`src/rtl/wmin2d_pkg.sv`:
```
package wmin2d_pkg;

   // register indexes of the configuration port
   localparam logic [1:0] CSR_IMAGE_WIDTH   = 2'd0;
   localparam logic [1:0] CSR_IMAGE_HEIGHT  = 2'd1;
   localparam logic [1:0] CSR_WINDOW_WIDTH  = 2'd2;
   localparam logic [1:0] CSR_WINDOW_HEIGHT = 2'd3;

   localparam logic [10:0] IMAGE_WIDTH_RESET   = 11'd1024;
   localparam logic [15:0] IMAGE_HEIGHT_RESET  = 16'd1024;
   localparam logic [6:0]  WINDOW_WIDTH_RESET  = 7'd3;
   localparam logic [4:0]  WINDOW_HEIGHT_RESET = 5'd3;

   // controller to datapath
   typedef struct packed {
      logic start;
      logic col_read;
      logic col_cmp;
      logic front_read;
      logic front_cmp;
      logic back_read;
      logic back_cmp;
      logic push;
      logic head_read;
      logic emit;
      logic advance;
   } cmd_type;

   // datapath to controller
   typedef struct packed {
      logic window;
      logic multi_row;
      logic col_more;
      logic deque_empty;
      logic back_less;
      logic emit_due;
      logic out_free;
   } status_type;

endpackage

```
`src/rtl/wmin2d_ctrl.sv`:
```
module wmin2d_ctrl
   import wmin2d_pkg::*;
(
   input  logic       clock,
   input  logic       reset,
   input  logic       req_valid,
   output logic       req_ready,
   input  status_type status,
   output cmd_type    cmd
);

   localparam logic [3:0] S_IDLE      = 4'd0;
   localparam logic [3:0] S_COL_RD    = 4'd1;
   localparam logic [3:0] S_COL_CMP   = 4'd2;
   localparam logic [3:0] S_FRONT_RD  = 4'd3;
   localparam logic [3:0] S_FRONT_CMP = 4'd4;
   localparam logic [3:0] S_BACK_RD   = 4'd5;
   localparam logic [3:0] S_BACK_CMP  = 4'd6;
   localparam logic [3:0] S_PUSH      = 4'd7;
   localparam logic [3:0] S_HEAD_RD   = 4'd8;
   localparam logic [3:0] S_EMIT      = 4'd9;

   logic [3:0] state_ff, state_in;

   assign req_ready = (state_ff == S_IDLE);

   always_comb begin
      state_in = state_ff;
      cmd      = '0;
      case (state_ff)
         S_IDLE: begin
            if (req_valid) begin
               cmd.start = 1'b1;
               if (!status.window) begin
                  cmd.advance = 1'b1;
               end else if (status.multi_row) begin
                  state_in = S_COL_RD;
               end else begin
                  state_in = S_FRONT_RD;
               end
            end
         end
         S_COL_RD: begin
            cmd.col_read = 1'b1;
            state_in     = S_COL_CMP;
         end
         S_COL_CMP: begin
            cmd.col_cmp = 1'b1;
            state_in    = status.col_more ? S_COL_RD : S_FRONT_RD;
         end
         S_FRONT_RD: begin
            cmd.front_read = 1'b1;
            state_in       = S_FRONT_CMP;
         end
         S_FRONT_CMP: begin
            cmd.front_cmp = 1'b1;
            state_in      = S_BACK_RD;
         end
         S_BACK_RD: begin
            if (status.deque_empty) begin
               state_in = S_PUSH;
            end else begin
               cmd.back_read = 1'b1;
               state_in      = S_BACK_CMP;
            end
         end
         S_BACK_CMP: begin
            cmd.back_cmp = 1'b1;
            state_in     = status.back_less ? S_PUSH : S_BACK_RD;
         end
         S_PUSH: begin
            cmd.push = 1'b1;
            if (status.emit_due) begin
               state_in = S_HEAD_RD;
            end else begin
               cmd.advance = 1'b1;
               state_in    = S_IDLE;
            end
         end
         S_HEAD_RD: begin
            cmd.head_read = 1'b1;
            state_in      = S_EMIT;
         end
         S_EMIT: begin
            if (status.out_free) begin
               cmd.emit    = 1'b1;
               cmd.advance = 1'b1;
               state_in    = S_IDLE;
            end
         end
         default: begin
            state_in = S_IDLE;
         end
      endcase
   end

   always_ff @(posedge clock) begin
      if (reset) begin
         state_ff <= S_IDLE;
      end else begin
         state_ff <= state_in;
      end
   end

`ifndef NO_ASSERTIONS
   a_emit_free: assert property (@(posedge clock) disable iff (reset)
      cmd.emit |-> status.out_free)
      else $error("result loaded while output register is occupied");
   a_no_window_idle: assert property (@(posedge clock) disable iff (reset)
      (cmd.start && !status.window) |=> (state_ff == S_IDLE))
      else $error("pixel without window did not return to idle");
   a_state_legal: assert property (@(posedge clock) disable iff (reset)
      state_ff <= S_EMIT)
      else $error("controller state out of range");
`endif

endmodule

```
`config.mk`:
```
export PLATFORM = sky130hd
export DESIGN_NAME = wmin2d_ctrl
export DESIGN_NICKNAME = d
export VERILOG_FILES = /design/src/rtl/wmin2d_pkg.sv /design/src/rtl/wmin2d_ctrl.sv
export SDC_FILE = /design/constraint.sdc
export NUM_CORES = 1
export LEC_CHECK = 0
export BUFFER_PORTS_ARGS = -buffer_cell sky130_fd_sc_hd__buf_2
export CAP_MARGIN = 10
export CORE_AREA = 2 2 39 41
export DETAILED_ROUTE_END_ITERATION = 8
export DIE_AREA = 0 0 41 43
export PLACE_DENSITY = 0.63
export SLEW_MARGIN = 5
export SYNTH_ARGS = -nofsm -noshare
export SYNTH_HDL_FRONTEND = slang
export SYNTH_SLANG_ARGS = --single-unit
```
`constraint.sdc`:
```
create_clock -name clock -period 2.4 [get_ports clock]
set_input_delay 0.12 -clock clock [delete_from_list [all_inputs] [get_ports clock]]
set_output_delay 0.12 -clock clock [all_outputs]
set_load 0.03 [all_outputs]
```
# ---- Word level (Yosys, flattened, before mapping)
# Index checks and enable logic that the tools add are counted.
dict set report op_classes {
  reduce_logical 2
  n_mux 26
  eq_ne 12
}
# cell n
set op_table {}
lappend op_table {{one-hot mux 4 bit (10 select lines)} 1}
lappend op_table {{== test 4 x 3 -> 1 bit, second input constant} 4}
lappend op_table {{2-to-1 mux 1 bit} 16}
lappend op_table {{2-to-1 mux 4 bit} 4}
lappend op_table {{== test 4 x 2 -> 1 bit, second input constant} 2}
lappend op_table {{== test 4 bit, second input constant} 2}
lappend op_table {{2-to-1 mux 2 bit} 4}
lappend op_table {{== test 4 x 1 -> 1 bit, second input constant} 1}
lappend op_table {{logical NOT 4 bit} 1}
lappend op_table {{inequality test 2 bit, second input constant} 2}
lappend op_table {{one-hot mux 1 bit (3 select lines)} 1}
lappend op_table {{AND reduction 3 bit} 1}
lappend op_table {{inequality test 2 x 1 -> 1 bit, second input constant} 1}
dict set report word_totals {
  register_bits 4
  wordCells 41
  input_bits 10
}

# ---- Longest topological paths before layout
# Gate-level depths: netlist of run 1.
dict set report depth {
  ltp_word 4
  mapped_depth 5
  mapped_depth_nobuf 4
}

# ---- Least setup slack after synthesis of run 1
# Ideal clock, no wire load.
dict set report synth_timing {
  path_type {register to output}
  start {register state_ff[0]}
  end {output req_ready}
  stages_incl_launch_ff 4
  t_required_ns 2.280
  n_path_buf 1
  t_arrival_ns 1.364
  slack_ns 0.916
  cell_sequence {dfxtp_1 -> buf_4 -> or2_1 -> nor3_1}
}
dict set report synth_via {
  elab_chain_cells 1
}
# element line_no
set synth_lines {}
lappend synth_lines {{start: declaration} wmin2d_ctrl.sv:23} ;# logic [3:0] state_ff, state_in;
lappend synth_lines {{start signal: assignment} wmin2d_ctrl.sv:101} ;# state_ff <= state_in;
lappend synth_lines {{logical NOT 4 bit} wmin2d_ctrl.sv:25} ;# assign req_ready = (state_ff == S_IDLE);
lappend synth_lines {{end: declaration} wmin2d_ctrl.sv:7} ;# output logic req_ready,
# Every way passes these cells.

==> results.sh, run 1 <==
export IMPL_crit_required_ns=2.28
export IMPL_cp_startpoint="state_ff[1]"
export IMPL_syn_avg_cell_area_um2=7.46
export IMPL_slew_headroom_pct=70.6
export IMPL_top_usage_layer="met2"
export IMPL_finalNetCount=83
export IMPL_hold_buffers=0
export IMPL_drc=0
export IMPL_largest_register="state_ff"
export IMPL_synth_nets=61
export IMPL_cts_resized=0
export IMPL_final_area_um2=490
export IMPL_vias=422
export IMPL_hold_path_class="in -> reg"
export IMPL_finalMaxSlewViolations=0
export IMPL_hold_depth=2
export IMPL_syn_area_um2=380
export IMPL_crit_fanout=12
export IMPL_dpl_instance_area_um2=468
export IMPL_root_buffer="clkbuf_4"
export IMPL_internal_power_mw=0.184
export IMPL_use_met3_pct=4.71
export IMPL_outcome="complete, no violations"
export IMPL_antenna_cells=0
export IMPL_clk_pin_slew_worst_paths_ns=0.04
export IMPL_ys_warn_count=0
export IMPL_yosys_area_top_type="dfxtp_1"
export IMPL_power_share_sequential_pct=30.4
export IMPL_die_h_um=43
export IMPL_tritoncts="done"
export IMPL_hpwl_um=671
export IMPL_portBuffers=21
export IMPL_clk_latency_ns=0.23
export IMPL_overflow=0
export IMPL_synth_cell_type_count=22
export IMPL_cts_max_level=1
export IMPL_path_class="reg -> out"
export IMPL_post_route_min_period_ns=1.67
export IMPL_postRouteAntennaNets=0
export IMPL_switching_share_pct=41.1
export IMPL_firstDrtPassIters=5
export IMPL_cts_setup_buffers=0
export IMPL_rsz0062_at_grt="false"
export IMPL_die_area_um2=1760
export IMPL_r2r_cells=4
export IMPL_synth_common_cells="10 x nor2_1, 6 x nor3_1, 5 x a21oi_1"
export IMPL_fillCellCount=157
export IMPL_postRouteWirelength_um=877
export IMPL_r2r_slack_ns=0.97
export IMPL_tightest_slew_ns=0.441
export IMPL_die_x_um=41
export IMPL_hold_path_startpoint="reset"
export IMPL_fin_util_pct=35.4
export IMPL_holdWs_ns=0.121
export IMPL_grt_use_total_pct=10.4
export IMPL_use_met1_pct=13.5
export IMPL_clock_skew_final_ns=0.00204
export IMPL_crit_path_start_kind="flop"
export IMPL_cts_inserted_buffers=3
export IMPL_ys_top_cells_by_area="dfxtp_1 21%, nor2_1 9.9%, nor3_1 7.9%, a21oi_1 6.6%, nand2b_1 6.6%"
export IMPL_grtUsageMet2_pct=14.7
export IMPL_switching_power_mw=0.129
export IMPL_first_iter_violations=9
export IMPL_core_um2=1380
export IMPL_io_pins=22
export IMPL_setup_violations=0
export IMPL_ys_flop_type="dfxtp_1"
export IMPL_yosysMostFrequentCell="nor2_1"
export IMPL_largest_register_ffs=4
export IMPL_whs_endpoint="state_ff[0]"
export IMPL_drive_above_1_share_pct=38.0
export IMPL_routed_via_density=4.85
export IMPL_worst_r2r_endpoint="state_ff[0]"
export IMPL_fmax_ghz=0.597
export IMPL_ys_ff_latch=4
export IMPL_rows=14
export IMPL_seq_area_frac_synth_pct=21.1
export IMPL_synth_edf_count=0
export IMPL_synth_top_cell_area_share_pct=21.1
export IMPL_regToRegStartpoint="state_ff[1]"
export IMPL_cts_sinks=4
export IMPL_pwr_share_clk_pct=25.5
export IMPL_synthArstFlopShare_pct=0
export IMPL_syn_to_final_growth_pct=28.9
export IMPL_synthCells=51
export IMPL_start_util_pct=27.5
export IMPL_power_density_nw_per_um2=638
export IMPL_vdd_ir_drop_worst_v=0.000199
export IMPL_comb_power_share_pct=44.1
export IMPL_wl_per_cell_um=10.1
export IMPL_grt_first_pass_wirelength_um=1280
export IMPL_finalCritPeriodShare_pct=69.8
export IMPL_reg_largest_list="state_ff: 4 flops"
export IMPL_grt_pass1_vias=327
export IMPL_cts_path_max_buffers=2
export IMPL_grt_max_degree=13
export IMPL_cp_end_kind="output pin"
export IMPL_tns_ns=0
export IMPL_antenna_found_initial=0
export IMPL_drv_cap=0
export IMPL_hold_violations=0
export IMPL_total_leakage_power_nw=0.252
export IMPL_arrival_ns=1.55
export IMPL_place_gp_congestion=0.638
==> power groups by stage <==
stage               clock [mW]  combinational (mW)  sequential [mW]
floorplan                    0               0.130           0.0783
global placement             0               0.139           0.0948
CTS                     0.0843               0.139           0.0949
detailed placement           0               0.138           0.0960
finish                  0.0797               0.138           0.0951
global route            0.0911               0.152           0.0975
==> cells in the final DEF, fill, tap and decap left out, types with 2 or more instances in the layout <==
cell and n:
nor2_1 10, nand2b_1 4, nand2_1 3, mux2i_1 2, nor3_1 6, a21oi_1 5, dfxtp_1 4, buf_2 21
clkbuf_4 3
==> cells by family after synthesis <==
kind of cell / Yosys count / synth area share (%)
muxes: 2 / 5.26
buffers and inverters: 5 / 10.9
DFF: 4 / 21.1
xor gates and xnor gates: 1 / 2.30
and+or+nand+nor: 33 / 51.6
AOI/OAI and AO/OA: 6 / 8.88
==> area by class of cell <==
cell class	instances	area [um^2]	share of cell area [%]
repair buffers	21	105	21.4
well taps	16	20.0	4.08
inverters	1	3.75	0.765
clock buffers	3	22.5	4.59
multi-input cells	42	259	52.8
flip-flops and latches	4	80.1	16.3
==> layer usage <==
metal	up-vias	wire [um]	share of wire, %
li1	221	-	-
met1	179	423	48
met2	22	367	42
met3	0	87	9.9
met4	0	0	0
met5	-	0	0
==> metrics by stage <==
stage	std cells	setup WS, ns	power, mW
after floorplan	51	0.916	0.208
after CTS	87	0.715	0.318
after global placement	84	0.994	0.234
after detailed placement	84	0.974	0.234
after global routing	87	0.643	0.340
final	87	0.726	0.313
==> worst max-delay path by stage <==
| stage | slack (ns) | to |
|---|---|---|
| finish | 0.73 | cmd[0] |
| global route | 0.64 | cmd[0] |
| CTS | 0.71 | cmd[0] |
| detailed placement | 0.97 | cmd[0] |
| global placement | 0.99 | cmd[0] |
| floorplan | 0.92 | req_ready |
==> critical path: stages (launching register included) <==
cell and delay, ns:
dfxtp_1 0.58, nor2_4 0.09, and3_1 0.20, a211o_1 0.28, buf_2 0.17
Note: power is estimated with default switching activity, not from simulation.
==> run 2: changes to the inputs <==
--- a/config.mk
+++ b/config.mk
@@ -5,12 +5,13 @@
 export SDC_FILE = /design/constraint.sdc
 export NUM_CORES = 1
 export LEC_CHECK = 0
+export ABC_AREA = 1
 export BUFFER_PORTS_ARGS = -buffer_cell sky130_fd_sc_hd__buf_2
 export CAP_MARGIN = 10
 export CORE_AREA = 2 2 39 41
 export DETAILED_ROUTE_END_ITERATION = 8
 export DIE_AREA = 0 0 41 43
-export PLACE_DENSITY = 0.63
+export PLACE_DENSITY = 0.66
 export SLEW_MARGIN = 5
 export SYNTH_ARGS = -nofsm -noshare
 export SYNTH_HDL_FRONTEND = slang
==> constraint.sdc (replaced) <==
create_clock -name clock -period 1.4 [get_ports clock]
set_input_delay 0.07 -clock clock [delete_from_list [all_inputs] [get_ports clock]]
set_output_delay 0.07 -clock clock [all_outputs]
set_load 0.03 [all_outputs]
==> run 2 against run 1 <==
Effect of this change:
- routed wire length increased by 28%
- sequential power increased by 51%
- total power increased by 83%
- sequential share of layout area decreased by 2.1 points
- final area increased by 33%
- critical path type unchanged
==> results.sh, run 2 <==
export IMPL_hold_path_class="in -> reg"
export IMPL_finalMaxSlewViolations=0
export IMPL_slew_headroom_pct=88.6
export IMPL_crit_buf_inv=2
export IMPL_crit_path_start_kind="flop"
export IMPL_overflow=0
export IMPL_tritoncts="done"
export IMPL_post_route_min_period_ns=1.37
export IMPL_ys_warn_count=0
export IMPL_drv_cap=0
export IMPL_postRouteAntennaNets=0
export IMPL_clk_latency_ns=0.23
export IMPL_io_pins=22
export IMPL_start_util_pct=27.8
export IMPL_die_x_um=41
export IMPL_synth_nets=74
export IMPL_syn_avg_cell_area_um2=6.02
export IMPL_postRouteWirelength_um=1120
export IMPL_drive_above_1_share_pct=63.8
export IMPL_firstDrtPassIters=4
export IMPL_synth_top_cell_area_share_pct=20.8
export IMPL_slowest_delay_ns=0.35
export IMPL_portBuffers=21
export IMPL_hpwl_um=814
export IMPL_rows=14
export IMPL_reg_largest_list="state_ff: 4 flops"
export IMPL_syn_to_final_growth_pct=68.8
export IMPL_largest_register_ffs=4
export IMPL_grt_use_total_pct=12.7
export IMPL_cts_path_max_buffers=2
export IMPL_synth_edf_count=0
export IMPL_synthArstFlopShare_pct=0
export IMPL_path_common_cell="nor2_4"
export IMPL_crit_chain="nor2_4 -> inv_4 -> nor2_4 -> nand2_2 -> o211ai_4 -> buf_6"
export IMPL_die_h_um=43
export IMPL_total_leakage_power_nw=0.355
export IMPL_wl_per_cell_um=10.2
export IMPL_tightest_slew_ns=0.170
export IMPL_crit_fanout=4
export IMPL_final_cell_mix="19 x buf_2, 10 x nand2_1, 9 x inv_1"
export IMPL_antenna_found_initial=0
export IMPL_largest_register="state_ff"
export IMPL_place_gp_congestion=0.723
export IMPL_finalPower_mw=0.572
export IMPL_post_place_cells=102
export IMPL_holdWs_ns=0.0416
export IMPL_fillCellCount=148
export IMPL_post_place_ws_ns=0.108
export IMPL_clk_pin_slew_worst_paths_ns=0.04
export IMPL_rsz0062_at_grt="true"
export IMPL_yosys_area_top_type="dfxtp_1"
export IMPL_crit_family="flip-flops"
export IMPL_core_um2=1380
export IMPL_crit_required_ns=1.33
export IMPL_fin_ws_ns=0.0283
export IMPL_routed_via_density=4.41
export IMPL_ys_top_cells_by_area="dfxtp_1 21%, nand2_1 12%, nor2_2 9.7%, inv_1 8.8%, inv_2 7.8%"
export IMPL_drc=0
export IMPL_die_area_um2=1760
export IMPL_first_iter_violations=11
export IMPL_yosysMostFrequentCell="nand2_1"
export IMPL_finalCritPeriodShare_pct=98.0
export IMPL_syn_area_um2=385
export IMPL_finalNetCount=106
export IMPL_vias=485
export IMPL_cts_max_level=1
export IMPL_cts_sinks=4
export IMPL_vdd_ir_drop_worst_v=0.000431
export IMPL_arrival_ns=1.30
export IMPL_grt_max_degree=8
export IMPL_ys_flop_type="dfxtp_1"
export IMPL_cp_slowest_cell="dfxtp_4"
export IMPL_final_common_cell="buf_2"
export IMPL_power_density_nw_per_um2=879
export IMPL_path_class="reg -> out"
export IMPL_seq_area_frac_synth_pct=20.8
export IMPL_grt_first_pass_wirelength_um=1500
export IMPL_setup_violations=0
export IMPL_cts_inserted_buffers=3
export IMPL_fmax_ghz=0.729
export IMPL_root_buffer="clkbuf_4"
export IMPL_grt_pass1_vias=414
export IMPL_fin_cells=110
export IMPL_clock_skew_final_ns=0.00477
export IMPL_antenna_cells=0
export IMPL_synthCells=64
export IMPL_synth_common_cells="12 x nand2_1, 9 x inv_1, 8 x inv_2"
export IMPL_hold_violations=0
export IMPL_outcome="complete, no violations"
export IMPL_synth_cell_type_count=16
export IMPL_ys_ff_latch=4
export IMPL_cp_end_kind="output pin"
## run 2: layout make-up
| class | count | area, um^2 | area share (%) |
|---|---|---|---|
| Sequential cell | 4 | 92.6 | 14.2 |
| Tap cell | 16 | 20.0 | 3.08 |
| Clock buffer | 3 | 22.5 | 3.46 |
| Inverter | 17 | 66.3 | 10.2 |
| Multi-Input combinational cell | 43 | 290 | 44.6 |
| Timing Repair Buffer | 27 | 159 | 24.4 |
## run 2: worst paths after layout
kind,start,end,slack (ns),cells past startpoint
worst max-delay path,state_ff[2],cmd[0],0.03,6
worst max register to register,state_ff[2],state_ff[0],0.29,7
worst min-delay path,reset,state_ff[2],0.04,2
worst min register to register,state_ff[0],state_ff[2],0.64,3
## run 2: stage by stage
step | utilization (%) | setup TNS (ns) | cell area, um^2
2_1_floorplan | - | 0 | 404
3_3_place_gp | 38.8 | 0 | 537
3_5_place_dp | 38.8 | 0 | 537
4_1_cts | 42.5 | 0 | 588
5_1_grt | 47.0 | -0.0401 | 651
6_report | 47.0 | 0 | 651
## run 2: worst reg2reg max path: stages (launching register included)
cell,delay (ns)
dfxtp_4,0.35
buf_4,0.14
nor2_4,0.14
nand3_2,0.13
nand2_1,0.10
inv_2,0.05
nand2_2,0.05
a21oi_2,0.05
## run 2: layer usage
layer	global-route usage, %	wire (um)
met1	13.1	421
met2	21.3	618
met3	1.57	82
met4	10.0	0
met5	0	0
## run 2: cell families after synthesis
logic type / after synthesis / share of synthesized area [%]
AO/OA/AOI/OAI: 5 / 10.4
AND/OR/NAND/NOR: 38 / 52.3
buffers and inverters: 17 / 16.6
flip-flops: 4 / 20.8
## run 2: power breakdown
group          internal [mW]  switching, mW  total (mW)
clock network         0.0957         0.0443       0.140
logic                  0.111          0.177       0.287
registers              0.124         0.0202       0.144
total                  0.331          0.241       0.572
## run 2: what timing repair did
item | 4_1_cts | 5_1_grt
setup buffers | 1 | 4
endpoints found under the setup margin | 3 | 3
cloned | 0 | 0
pin swaps | 1 | 3
hold buffers | 0 | 0
gates resized for setup | 8 | 10
